===== src/rtl/wpc_ram.sv =====
`default_nettype none
// ----------------------------------------------------------------------------
// wpc_ram: generic single-write, single-read RAM
// One write port and one read port; the read data is registered.
// ----------------------------------------------------------------------------
module wpc_ram #(
   parameter int WIDTH = 8,
   parameter int DEPTH = 16
) (
   input  wire logic                     clock,
   input  wire logic                     wr_en,
   input  wire logic [$clog2(DEPTH)-1:0] wr_addr,
   input  wire logic [WIDTH-1:0]         wr_data,
   input  wire logic [$clog2(DEPTH)-1:0] rd_addr,
   output logic      [WIDTH-1:0]         rd_data
);

   logic [WIDTH-1:0] mem_ff [DEPTH];

   always_ff @(posedge clock) begin
      if (wr_en) begin
         mem_ff[wr_addr] <= wr_data;
      end
      rd_data <= mem_ff[rd_addr];
   end

endmodule
`default_nettype wire


===== config.mk =====
export PLATFORM = sky130hd
export DESIGN_NAME = wpc_ram
export DESIGN_NICKNAME = d
export VERILOG_FILES = /design/src/rtl/wpc_ram.sv
export SDC_FILE = /design/constraint.sdc
export NUM_CORES = 1
export LEC_CHECK = 0
export ABC_CLOCK_PERIOD_IN_PS = 5700
export BUFFER_PORTS_ARGS = -buffer_cell sky130_fd_sc_hd__buf_2
export CORE_UTILIZATION = 55
export CTS_CLUSTER_SIZE = 25
export DETAILED_ROUTE_END_ITERATION = 7
export PLACE_DENSITY = 0.73
export SYNTH_ARGS = -nofsm -noshare
export SYNTH_HDL_FRONTEND = slang
export SYNTH_SLANG_ARGS = --single-unit

===== constraint.sdc =====
create_clock -name clock -period 5.7 [get_ports clock]
set_clock_uncertainty 0.15 [all_clocks]
set_input_delay 0.57 -clock clock [delete_from_list [all_inputs] [get_ports clock]]
set_output_delay 0.57 -clock clock [all_outputs]
set_load 0.1 [all_outputs]

Yosys cells after proc, flatten, opt, wreduce, memory -nomap -nowiden
Memories as Yosys holds them, arrays and structs flattened. A register that Yosys moved wholly into a read port is not among the register bits.
Cells that the tools add are included.
{"block": "classes", "muxes": 2}
{"op": "$mux 1", "n": 2}
{"block": "totals", "register_bits": 0, "ramBits": 128, "in_bits": 18, "out_inout_bits": 8, "wordCells": 3, "mem_count": 1}
{"memory": "mem_ff", "depth": 16, "word_bits": 8, "read_ports": 1, "rd_ports_with_merged_regs": 1, "write_ports": 1, "line_no": "18", "text": "logic [WIDTH-1:0] mem_ff [DEPTH];"}

Longest topological paths before layout
{"block": "depth", "ltp_word": 2, "depth_mapped": 5, "mapped_depth_nobuf": 3}

Worst setup path after synthesis
No wires, ideal clock.
{"block": "synth_timing", "path_kind": "input -> register", "from": "input wr_addr[2]", "to": "memory mem_ff[0][0], enable pin", "setup_ns": 0.383, "arrival_ns": 1.680, "required_ns": 5.167, "slack_ns": 3.487, "cell_stages": 2, "n_path_buf": 0, "cell_sequence": "or3b_2 > nor3_1"}
{"element": "start, declared", "line_no": "12", "text": "input wire logic [$clog2(DEPTH)-1:0] wr_addr,"}
{"element": "end, declared", "line_no": "18"}
No word-level cell before the write port.

Worst setup path in the final report
{"block": "layout_timing", "from": "input wr_addr[2]", "to": "memory mem_ff[0][5], enable pin"}
No word-level cell before the write port.

==> qor.txt <==
CTS
------------------------------------------------------------------------------------
Number of buffers inserted for hold repair after clock tree synthesis              0
Cell chosen for the clock root                                          sky130_fd_sc_hd__clkbuf_8
TritonCTS clock tree                                                            done
Clock Sinks                                                                      136
Cts repair resizes                                                                 0
Number of levels the H-tree was split into                                         4
Number of buffers created by CTS                                                  17
Total setup buffers inserted after CTS                                             0
Number of buffers between clock root and the deepest sink                          2
Worst-skew pair later-pin latency                                             520 ps
Clock transition at path regs                                                  60 ps

SETUP PATH
------------------------------------------------------------------------------------
Arrival time at the worst endpoint                                           2150 ps
Crit-path slowest cell                                                  sky130_fd_sc_hd__nor3_1
Max Fanout on Critical Path                                                        8
Endpoint class of the critical path                                        flip-flop
Crit path largest cell delay                                                  940 ps
Critical path class                                                     primary input to flip-flop
Cells traversed along the worst timing path                             buf_2 -> or3b_2 -> nor3_1
Launching element type of the critical path                             primary input
Cell family contributing the most delay on the critical path            simple AND/OR/NAND/NOR gates
Worst path required time                                                     5680 ps
Crit path buf inv count                                                            1

DETAILED ROUTING
------------------------------------------------------------------------------------
Count of vias placed by the detailed router                                     2502
Drc violations                                                                     0
Remaining number of nets flagged by the antenna check after routing                0
Post-detailed-route wirelength per cell                                      25.8 um
Via density                                                                     6.50
DR iter-0 viols                                                                  245
Detailed Routing Iterations Pass 1                                                 5
Final WL                                                                     9.92 mm

FINISH
------------------------------------------------------------------------------------
Net count, final                                                                 282
Total non-filler cell area in the finished layout                       0.00594 sq mm
Number of antenna repair diodes                                                    0
Synthesis-to-finish area growth                                                15.4%
Layout cells sized above 1                                                     0.271
Storage cell area                                                       0.00400 sq mm
Fill cell count                                                                  552
Area occupied by multi-input gates                                      0.00107 sq mm

SYNTH
------------------------------------------------------------------------------------
Dominant combinational cell family by area after synthesis              multiplexers
Nets in the synthesized netlist                                                  247
Post-Synthesis Cell Area                                                0.00515 sq mm
Share of the synthesized area in compound gates (AO/OA/AOI/OAI)               0.0233
Top cell type's share of synthesized area                                      0.747
Predominant post-synthesis flop cell                                    sky130_fd_sc_hd__edfxtp_1
Share of cell area taken by muxes after synthesis                              0.150
Async SR Flop Fraction                                                             0
Mean cell area of the mapped netlist                                      22.5 sq um
Post-synthesis sequential area ratio                                           0.778
Yosys Warn Count                                                                   0
Distinct cells, synth                                                             19
Area fraction in and, or, nand and nor cells after synthesis                  0.0318
Top cell type by total area after synthesis                             sky130_fd_sc_hd__edfxtp_1
Most common cell in the synthesized netlist                             sky130_fd_sc_hd__edfxtp_1
Synth area leaders                                                      sky130_fd_sc_hd__edfxtp_1 75%, sky130_fd_sc_hd__mux4_2 7.9%, sky130_fd_sc_hd__mux4_1 7.1%
Cell count after synthesis                                                       229
Area share of fa/ha/maj cells after synthesis                                      0
Xor and xnor fraction of the mapped netlist area                                   0
Number of register bits inferred by synthesis                                    136
EDFF count, synth                                                                128
Top cell types by occurrence after synthesis                            128 x sky130_fd_sc_hd__edfxtp_1, 18 x sky130_fd_sc_hd__mux4_2, 16 x sky130_fd_sc_hd__a22oi_1, 14 x sky130_fd_sc_hd__mux4_1, 13 x sky130_fd_sc_hd__nor2_1

FLOORPLANNING
------------------------------------------------------------------------------------
Core area                                                               0.00889 sq mm
Vertical die dimension                                                       98.7 um
Chip Width                                                                   98.7 um
Starting density of the core                                                   0.579
Floorplan die area                                                      0.00975 sq mm
Site Rows                                                                         34
Number of top-level pins                                                          26

FLOW RUN
------------------------------------------------------------------------------------
Max-cap violations                                                                 0

STA
------------------------------------------------------------------------------------
Highest clock frequency the design can meet                                  461 MHz
Finish-stage setup viols                                                           0
Minimum clock period after layout                                            2170 ps
Setup repair after global routing missed its margin                               no
Setup TNS                                                                       0 ps
Post-route worst setup slack                                                 3530 ps
Total count of max-transition violations in the final report                       0
Share of the clock period used by the worst path                               0.381
Slew margin rel.                                                               0.184
Final worst hold slack                                                        278 ps
Final Hold Viols                                                                   0
Slew at the pin closest to its max-slew limit                                1210 ps

PWR
------------------------------------------------------------------------------------
Peak ir drop on the vdd network                                             0.286 mV
Standby leakage power                                                        1.98 nW
Areal power density over the cells                                       400 mW/mm^2
Pwr Total                                                                    2.38 mW

GLOBAL ROUTE
------------------------------------------------------------------------------------
GRT Overall Usage                                                              0.226
Antenna violations before repair                                                   0
Global-route wire length before repair                                       14.8 mm
Remaining global-route overflow                                                    0
Vias in the first global route                                                  2428
Maximum number of pins on one net before global-route repair                      33

MIN PATH
------------------------------------------------------------------------------------
Hold/Removal Path Class                                                 primary input to flip-flop

STATUS
------------------------------------------------------------------------------------
Result of the run                                                          completed

PLACED DESIGN
------------------------------------------------------------------------------------
I/O Buffers                                                                       25
Final weighted congestion in routability-driven placement                      0.790
Post-place setup slack                                                       3000 ps
Post-DP HPWL                                                                 5.77 mm
Cell Area, Placed                                                       0.00534 sq mm

worst register-to-register path, stage by stage (launching register included):
cell                       delay [ps]
sky130_fd_sc_hd__edfxtp_1         370
sky130_fd_sc_hd__mux4_2           470
sky130_fd_sc_hd__a22oi_1          320
sky130_fd_sc_hd__nand2_1           80
final timing paths:
path / start / endpoint / slack (ps) / cells past startpoint
min reg2reg: mem_ff[14][2] / rd_data[2] / 510 / 3
max reg2reg: mem_ff[10][7] / rd_data[7] / 4190 / 3
max: wr_addr[2] / mem_ff[0][5] / 3530 / 3
min: wr_data[3] / mem_ff[6][3] / 280 / 1
cells by family after synthesis:
group,after synthesis
AO/OA/AOI/OAI,16
multiplexers,32
AND/OR/NAND/NOR,35
buffers and inverters,10
flip-flops,136
state kept, by name (all words and copies together) (netlist names):
signal	flops
rd_data	8
mem_ff	128
cell type report:
cell class / instances / share of cell area
multi-input combinational: 83 / 0.180
clock inverter: 13 / 0.0299
tap: 108 / 0.0228
sequential: 136 / 0.674
timing repair buffer: 26 / 0.0223
clock buffer: 19 / 0.0710
where the power goes:
part / internal (mW) / total (mW) / switching, mW
Combinational: 0.0399 / 0.146 / 0.106
Sequential: 1.12 / 1.13 / 0.00721
Clock: 0.707 / 1.11 / 0.398
layout by cell type (no fill, tap or decap), drive strengths merged:
cell type	count
edfxtp	128
mux4	32
buf	26
clkbuf	19
a22oi	16
nor2	13
nand2	9
dfxtp	8
clkinv	5
bufinv	4
nor3	4
clkinvlp	3
nand3b	2
nand2b	2
nor2b	1
and2	1
and2b	1
nand3	1
or3b	1
inv	1
per-stage QoR:
stage | std cells | util
2_1_floorplan | 229 | -
3_3_place_gp | 353 | 0.600
3_5_place_dp | 353 | 0.600
4_1_cts | 385 | 0.668
5_1_grt | 385 | 0.668
6_report | 385 | 0.668
metal layers:
| metal | vias up | routed length (um) | track usage |
|---|---|---|---|
| met1 | 1288 | 4030 | 0.308 |
| met2 | 144 | 4810 | 0.345 |
| met3 | 21 | 834 | 0.0603 |
| li1 | 1049 | - | - |
| met5 | - | 0 | 0 |
| met4 | 0 | 248 | 0.106 |
Note: power is estimated with default switching activity, not from simulation.
