$ cat src/rtl/wpc_pkg.sv
`default_nettype none
// ----------------------------------------------------------------------------
// wpc_pkg: shared types and constants of the windowed Pearson correlator
// Transaction structs, command and status codes, the sequencer states and
// the widths of the arithmetic datapath.
// ----------------------------------------------------------------------------
package wpc_pkg;

   localparam int SAMPLE_BITS     = 16;
   localparam int MAX_SAMPLES_DEF = 256;

   // Multiplier operand and product widths, and the width of the search words.
   localparam int OPW    = 52;
   localparam int HALF_W = OPW / 2;
   localparam int PROD_W = 2 * OPW;
   localparam int SRCH_W = PROD_W + 32;
   localparam int Q_BITS = 16;
   localparam int QB_W   = $clog2(Q_BITS);

   localparam logic CMD_APPEND = 1'b0;
   localparam logic CMD_QUERY  = 1'b1;

   localparam logic [1:0] STATUS_OK    = 2'd0;
   localparam logic [1:0] STATUS_RANGE = 2'd1;
   localparam logic [1:0] STATUS_FLAT  = 2'd2;

   typedef struct packed {
      logic                          cmd;
      logic                          restart;
      logic signed [SAMPLE_BITS-1:0] x_sample;
      logic signed [SAMPLE_BITS-1:0] y_sample;
      logic [7:0]                    window_start;
      logic [8:0]                    window_length;
   } req_type;

   typedef struct packed {
      logic signed [15:0] correlation;
      logic [1:0]         status;
   } rsp_type;

   typedef enum logic [3:0] {
      ST_IDLE,
      ST_RD_S,
      ST_RD_E,
      ST_DIFF,
      ST_MUL,
      ST_MULW,
      ST_VAR,
      ST_SRCH_A,
      ST_SRCH_B
   } state_type;

   typedef enum logic [2:0] {
      OP_NSXX,
      OP_SXSX,
      OP_NSYY,
      OP_SYSY,
      OP_NSXY,
      OP_SXSY,
      OP_DEN,
      OP_COV2
   } mul_op_type;

   typedef struct packed {
      logic           start;
      logic [OPW-1:0] a;
      logic [OPW-1:0] b;
   } mul_req_type;

   typedef struct packed {
      logic              done;
      logic [PROD_W-1:0] product;
   } mul_rsp_type;

endpackage
`default_nettype wire

$ cat src/rtl/wpc_mul.sv
`default_nettype none
// ----------------------------------------------------------------------------
// wpc_mul: sequential unsigned multiplier
// Forms the product from four half-width partial products, one a cycle,
// each registered before it is accumulated.
// ----------------------------------------------------------------------------
module wpc_mul (
   input  wire logic                 clock,
   input  wire logic                 reset,
   input  wire wpc_pkg::mul_req_type req,
   output wpc_pkg::mul_rsp_type      rsp
);

   localparam int H = wpc_pkg::HALF_W;
   localparam int P = wpc_pkg::PROD_W;

   logic [wpc_pkg::OPW-1:0] a_ff, b_ff;
   logic [2:0]              step_ff;
   logic                    run_ff, done_ff;
   logic [2*H-1:0]          pp_ff;
   logic [6:0]              sh_ff;
   logic [P-1:0]            acc_ff;

   logic [H-1:0] ah, bh;
   logic [6:0]   sh_in;

   always_comb begin
      ah    = step_ff[1] ? a_ff[2*H-1:H] : a_ff[H-1:0];
      bh    = step_ff[0] ? b_ff[2*H-1:H] : b_ff[H-1:0];
      sh_in = 7'((32'(step_ff[1]) + 32'(step_ff[0])) * H);
   end

   always_ff @(posedge clock) begin
      if (reset) begin
         run_ff  <= 1'b0;
         done_ff <= 1'b0;
      end else begin
         done_ff <= run_ff && (step_ff == 3'd4);
         if (req.start) begin
            run_ff <= 1'b1;
         end else if (step_ff == 3'd4) begin
            run_ff <= 1'b0;
         end
      end
      if (req.start) begin
         a_ff    <= req.a;
         b_ff    <= req.b;
         step_ff <= 3'd0;
         acc_ff  <= '0;
      end else if (run_ff) begin
         pp_ff   <= ah * bh;
         sh_ff   <= sh_in;
         step_ff <= step_ff + 3'd1;
         if (step_ff != 3'd0) begin
            acc_ff <= acc_ff + (P'(pp_ff) << sh_ff);
         end
      end
   end

   assign rsp.done    = done_ff;
   assign rsp.product = acc_ff;

endmodule
`default_nettype wire

$ cat config.mk
export PLATFORM = sky130hd
export DESIGN_NAME = wpc_mul
export DESIGN_NICKNAME = d
export VERILOG_FILES = /design/src/rtl/wpc_pkg.sv /design/src/rtl/wpc_mul.sv
export SDC_FILE = /design/constraint.sdc
export NUM_CORES = 2
export LEC_CHECK = 0
export BUFFER_PORTS_ARGS = -buffer_cell sky130_fd_sc_hd__buf_4
export CAP_MARGIN = 15
export CORE_MARGIN = 3
export CORE_UTILIZATION = 50
export CTS_BUF_LIST = sky130_fd_sc_hd__clkbuf_4 sky130_fd_sc_hd__clkbuf_8
export CTS_CLUSTER_DIAMETER = 200
export DETAILED_ROUTE_END_ITERATION = 8
export PLACE_DENSITY = 0.67
export REMOVE_ABC_BUFFERS = 1
export SYNTH_ARGS = -nofsm -noshare
export SYNTH_HDL_FRONTEND = slang
export SYNTH_SLANG_ARGS = --single-unit
export TNS_END_PERCENT = 1
$ cat constraint.sdc
create_clock -name clock -period 9.3 [get_ports clock]
set_input_delay 1.395 -clock clock [delete_from_list [all_inputs] [get_ports clock]]
set_output_delay 1.395 -clock clock [all_outputs]
set_load 0.02 [all_outputs]
Word-level counts from Yosys, hierarchy flattened
Cells that the tools add are included.

cells by class
  $add $sub $neg = 3
  multipliers = 2
  equal/unequal tests = 1
  shift operators = 1
  mux-type cells = 4
  bitwise operators = 1
  reduce and logical (&&, ||, !) cells = 5

operators by type and width
  kind                   number
  $add A104 B104 Y104    1
  $shl A52 B7 Y104       1
  $mul A26 B26 Y52       1
  $mux W26               2
  $mul A2 B4 Y6 const B  1
  $reduce_and A2 Y1      2
  $add A3 B1 Y3 const B  1
  $eq A3 B3 Y1 const B   1
  $reduce_bool A3 Y1     1
  $add A1 B1 Y2          1
  $mux W1                2
  $reduce_bool A2 Y1     1
  $logic_and A1 B1 Y1    1
  $not A1 Y1             1

storage, ports and cells
  register bits after elaboration = 271
  input bits = 107
  output and inout bits = 105
  word-level logic and storage cells = 25

Depth between registers and ports, before layout
  word-level depth = 3
  mapped depth = 31
  depth with buffers taken out = 27

Least setup slack after synthesis
Ideal clock, no wire load.

  kind = flip-flop to flip-flop
  start point = register step_ff[1]
  end point = register pp_ff[50] (data pin)
  setup time = 0.272 ns
  arrival time = 8.050 ns
  data required time = 9.028 ns
  path slack = 0.978 ns
  stages on the path, launching flop included = 29
  buffers on the path = 3
  clock period less this slack = 8.322 ns
  path through = dfxtp_1 clkbuf_1 buf_1 mux2i_1 clkbuf_1 nor2_1 fa_1 fa_1 inv_1 fa_1 inv_1 fa_1 inv_1 fa_1 inv_1 fa_1 inv_1 fa_1 inv_1 ha_1 nand4_1 or3_1 o32ai_1 a21oi_1 o21ai_1 a21oi_1 o31a_1 o2111ai_1 or4b_1

between the ends
  longest elaborated chain between the ends = 2

ends and longest elaborated chain
  item                    RTL line       source
  start, declared         wpc_mul.sv:18  logic [2:0] step_ff;
  start signal, assigned  wpc_mul.sv:53  step_ff <= step_ff + 3'd1;
  $mux W26                wpc_mul.sv:28  ah = step_ff[1] ? a_ff[2*H-1:H] : a_ff[H-1:0];
  $mul A26 B26 Y52        wpc_mul.sv:51  pp_ff <= ah * bh;
  end signal, assigned    wpc_mul.sv:51
  end, declared           wpc_mul.sv:20  logic [2*H-1:0] pp_ff;

No other way between the ends.
A chain may end at the register's enable or synchronous reset.

Worst setup path after layout
  start point = register step_ff[0]
  end point = register pp_ff[50] (data pin)

between the ends
  longest elaborated chain between the ends = 2

ends and longest elaborated chain
  item              RTL line       source
  $mux W26          wpc_mul.sv:29  bh = step_ff[0] ? b_ff[2*H-1:H] : b_ff[H-1:0];
  $mul A26 B26 Y52  wpc_mul.sv:51

No other way between the ends.

==> results.md <==
* Final weighted congestion of routability-driven global placement at 1.01
* Simple-gate share of the synthesized area at between 10% and 20%
* Initial antenna violation count at 4
* Vias per std cell at 5.82
* Final ANT Viol Nets at 0
* Pin count of the biggest net entering global routing at 67
* Critical Path AT at 9.03 ns
* CP Class: register to register
* Initial standard-cell utilization of the core at 50.8%
* Wire length of the first global-routing pass at 204000 microns
* Critical path fanouts, max at 26
* Share of the clock period used by the worst path at 92.4%
* Number of global-route vias before repair at 34511
* Die width at 290 microns
* Post-synth EDFFs at 160
* Area taken by multi-input logic gates at 29900 sq um
* Skew-Pair Late Insertion Delay at around 0.70 ns
* Drt initial violations at 3002
* Vias at 34247
* Worst hold path class: register to register
* CTS Root Buffer Type: sky130_fd_sc_hd__clkbuf_8
* Unrepaired setup endpoints after global routing: false
* Kind of end point of the critical path: register
* # clock sinks at 269
* Register clock-pin slew on the reported worst setup and hold paths at 0.06 ns
* Router iterations before antenna repair at 6
* Commonest cells after routing, fill and taps aside: sky130_fd_sc_hd__inv_1 (685), sky130_fd_sc_hd__nand2_1 (604), sky130_fd_sc_hd__fa_1 (575)
* Portion of the post-synthesis area used by sequential elements at between 10% and 20%
* Total Wirelength at 134000 microns
* Residual DRC at 0
* Required arrival time at the worst endpoint at 9.73 ns
* IO buf count at 211
* Post-synthesis cell area at 40400 sq um
* Average footprint of a synthesized cell at 8.59 sq um
* # Post-CTS Setup Buffers at 0
* Warnings, synthesis at 0
* Area share of the largest cell type after synthesis at 28.5%
* Depth of the CTS H-tree at 2
* Sequential cell area in the final layout at between 6000 and 7000 sq um
* Area leader, netlist: sky130_fd_sc_hd__fa_1
* Maxcap violations at 0
* Synth top area cells: sky130_fd_sc_hd__fa_1 (29%), sky130_fd_sc_hd__edfxtp_1 (12%), sky130_fd_sc_hd__ha_1 (9.2%)
* Post-cts resize count at 0
* # rows at 103
* TritonCTS Buffers at 50
* Final Hold Vio Count at 0
* Post-synth cell types at 83
* Area fraction in compound gates after synthesis at a little over an eighth
* TritonCTS clock tree: done
* Height of the die at 290 microns
* Largest family of logic cells by synthesized area: adder cells
* Placed wire-length estimate after detailed placement at approximately 110000 microns
* GRT Residual Overflow at 0
* Top_reg_cell synth: sky130_fd_sc_hd__edfxtp_1
* Syn-to-layout area delta at 9.42%
* Fillers at 7423
* Detail-routed net length per standard cell at 22.8 microns
* Share of the synthesized netlist area taken by xor and xnor gates at 2.50%
* Fraction of synthesized area in multiplexers at 4.52%
* Measured slew at the worst slew-check pin at between 1 and 1.5 ns
* Slew HR at 27.0%
* Post-synthesis async set-or-reset flop share at 0%
* Share of final-layout standard cells stronger than drive strength 1 at between 10% and 20%
* Category of the worst setup path launch point: register
* Number of hold buffers added after CTS at 0
* Full die area at approximately 84000 sq um
* Count of pins over their slew limit at 0
* Finish-stage setup viols at 0
* Post-layout minimum cycle time at 8.60 ns
* Global-route usage over all layers at 31.4%
* Final worst clock skew at 0.0467 ns
* Cells after Synth at 4699
* Io pins at 212
* Most common cell after layout, fill and taps aside: sky130_fd_sc_hd__inv_1
* Synthesized-area fraction occupied by adder cells at a little under two fifths
* Core Box Area at slightly below 80000 sq um
* Final-layout worst hold slack at 0.481 ns
* Flops & latches, synth at 269
* F_max at 0.116 GHz
* Run status: finished, final reports clean
* Nets at 5775
* Largest buffer count on any clock path at 3
registers in the layout, summed over array words and instances, names as in the netlist:
register and flops:
run_ff 1, done_ff 1, b_ff 52, acc_ff 104
pp_ff 52, a_ff 52, sh_ff 4, step_ff 3
per-layer routing:
| metal | track usage (%) | routed length (microns) | up-vias |
|---|---|---|---|
| li1 | - | - | 15647 |
| met1 | 40.6 | 53400 | 16635 |
| met2 | 50.8 | 61200 | 1608 |
| met3 | 5.01 | 10900 | 353 |
| met4 | 16.8 | 8540 | 4 |
| met5 | 0 | 26 | - |
worst max-delay path, stage by stage (launching register included):
cell,delay [ns]
sky130_fd_sc_hd__dfxtp_2,0.63
sky130_fd_sc_hd__mux2_2,0.69
sky130_fd_sc_hd__nand2_1,0.18
sky130_fd_sc_hd__fa_1,0.56
sky130_fd_sc_hd__inv_1,0.06
sky130_fd_sc_hd__fa_1,0.47
sky130_fd_sc_hd__inv_1,0.06
sky130_fd_sc_hd__fa_1,0.53
sky130_fd_sc_hd__inv_1,0.05
sky130_fd_sc_hd__fa_1,0.40
sky130_fd_sc_hd__fa_1,0.51
sky130_fd_sc_hd__fa_1,0.55
sky130_fd_sc_hd__inv_1,0.05
sky130_fd_sc_hd__fa_1,0.47
sky130_fd_sc_hd__inv_1,0.04
sky130_fd_sc_hd__ha_1,0.34
sky130_fd_sc_hd__a21o_1,0.18
sky130_fd_sc_hd__a21o_1,0.17
sky130_fd_sc_hd__a2111oi_0,0.52
sky130_fd_sc_hd__o32ai_1,0.18
sky130_fd_sc_hd__a21oi_1,0.29
sky130_fd_sc_hd__o21ai_1,0.20
sky130_fd_sc_hd__a21oi_1,0.35
sky130_fd_sc_hd__o31a_1,0.26
sky130_fd_sc_hd__nor3_1,0.07
sky130_fd_sc_hd__or4b_1,0.52
cells in the mapped netlist (32+ instances only):
master and number:
sky130_fd_sc_hd__inv_1 685, sky130_fd_sc_hd__nand2_1 604, sky130_fd_sc_hd__fa_1 575, sky130_fd_sc_hd__nor2_1 563, sky130_fd_sc_hd__ha_1 296, sky130_fd_sc_hd__a21oi_1 267
sky130_fd_sc_hd__clkbuf_1 221, sky130_fd_sc_hd__edfxtp_1 160, sky130_fd_sc_hd__o21ai_0 146, sky130_fd_sc_hd__dfxtp_1 109, sky130_fd_sc_hd__mux2i_1 108, sky130_fd_sc_hd__a21o_1 98
sky130_fd_sc_hd__xnor2_1 68, sky130_fd_sc_hd__mux2_2 65, sky130_fd_sc_hd__nand4_1 63, sky130_fd_sc_hd__nor3_1 47, sky130_fd_sc_hd__xor2_1 47, sky130_fd_sc_hd__o22ai_1 43
sky130_fd_sc_hd__nand3_1 41, sky130_fd_sc_hd__o21bai_1 41, sky130_fd_sc_hd__nor2b_1 33, sky130_fd_sc_hd__a211oi_1 32
worst paths after layout:
| kind | slack [ns] | endpoint | cells past startpoint | startpoint |
|---|---|---|---|---|
| hold / removal | 0.48 | acc_ff[4]$_SDFFE_PP0P_ | 2 | acc_ff[4]$_SDFFE_PP0P_ |
| hold reg to reg | 0.48 | acc_ff[4]$_SDFFE_PP0P_ | 2 | acc_ff[4]$_SDFFE_PP0P_ |
| setup reg to reg | 0.70 | pp_ff[50]$_DFFE_PP_ | 25 | step_ff[0]$_SDFFE_PP0P_ |
| setup / recovery | 0.70 | pp_ff[50]$_DFFE_PP_ | 25 | step_ff[0]$_SDFFE_PP0P_ |
per-stage QoR:
stage               worst slack [ns]  setup TNS, ns  util, %  instances  cell area, sq um
floorplan                     -0.144         -0.144        -       4446             39400
global placement               0.818              0     54.2       5795             43100
detailed placement             0.695              0     54.2       5795             43100
CTS                            0.737              0     55.5       5886             44200
global route                   0.295              0     55.5       5888             44200
finish                         0.703              0     55.5       5888             44200
logic make-up (layout without fill, tap and decap cells):
family	Yosys count	after routing
flip-flops	269	269
AND/OR/NAND/NOR	1477	1477
AO/OA/AOI/OAI	855	855
XOR/XNOR	115	115
adder cells (fa/ha/maj)	871	871
buffers and inverters	938	1075
multiplexers	174	174
other	0	2
layout make-up:
type	count	share of cell area (%)
multi-input combinational	3492	67.8
clock inverter	31	0.700
sequential	269	15.8
inverter	685	5.82
clock buffer	60	1.76
timing repair buffer	299	5.12
antenna	2	0.0113
tap	1050	2.97
Power is left out: the tool's default activity adds up to more than one toggle a clock period on the data nets, which glitch-free logic cannot reach.
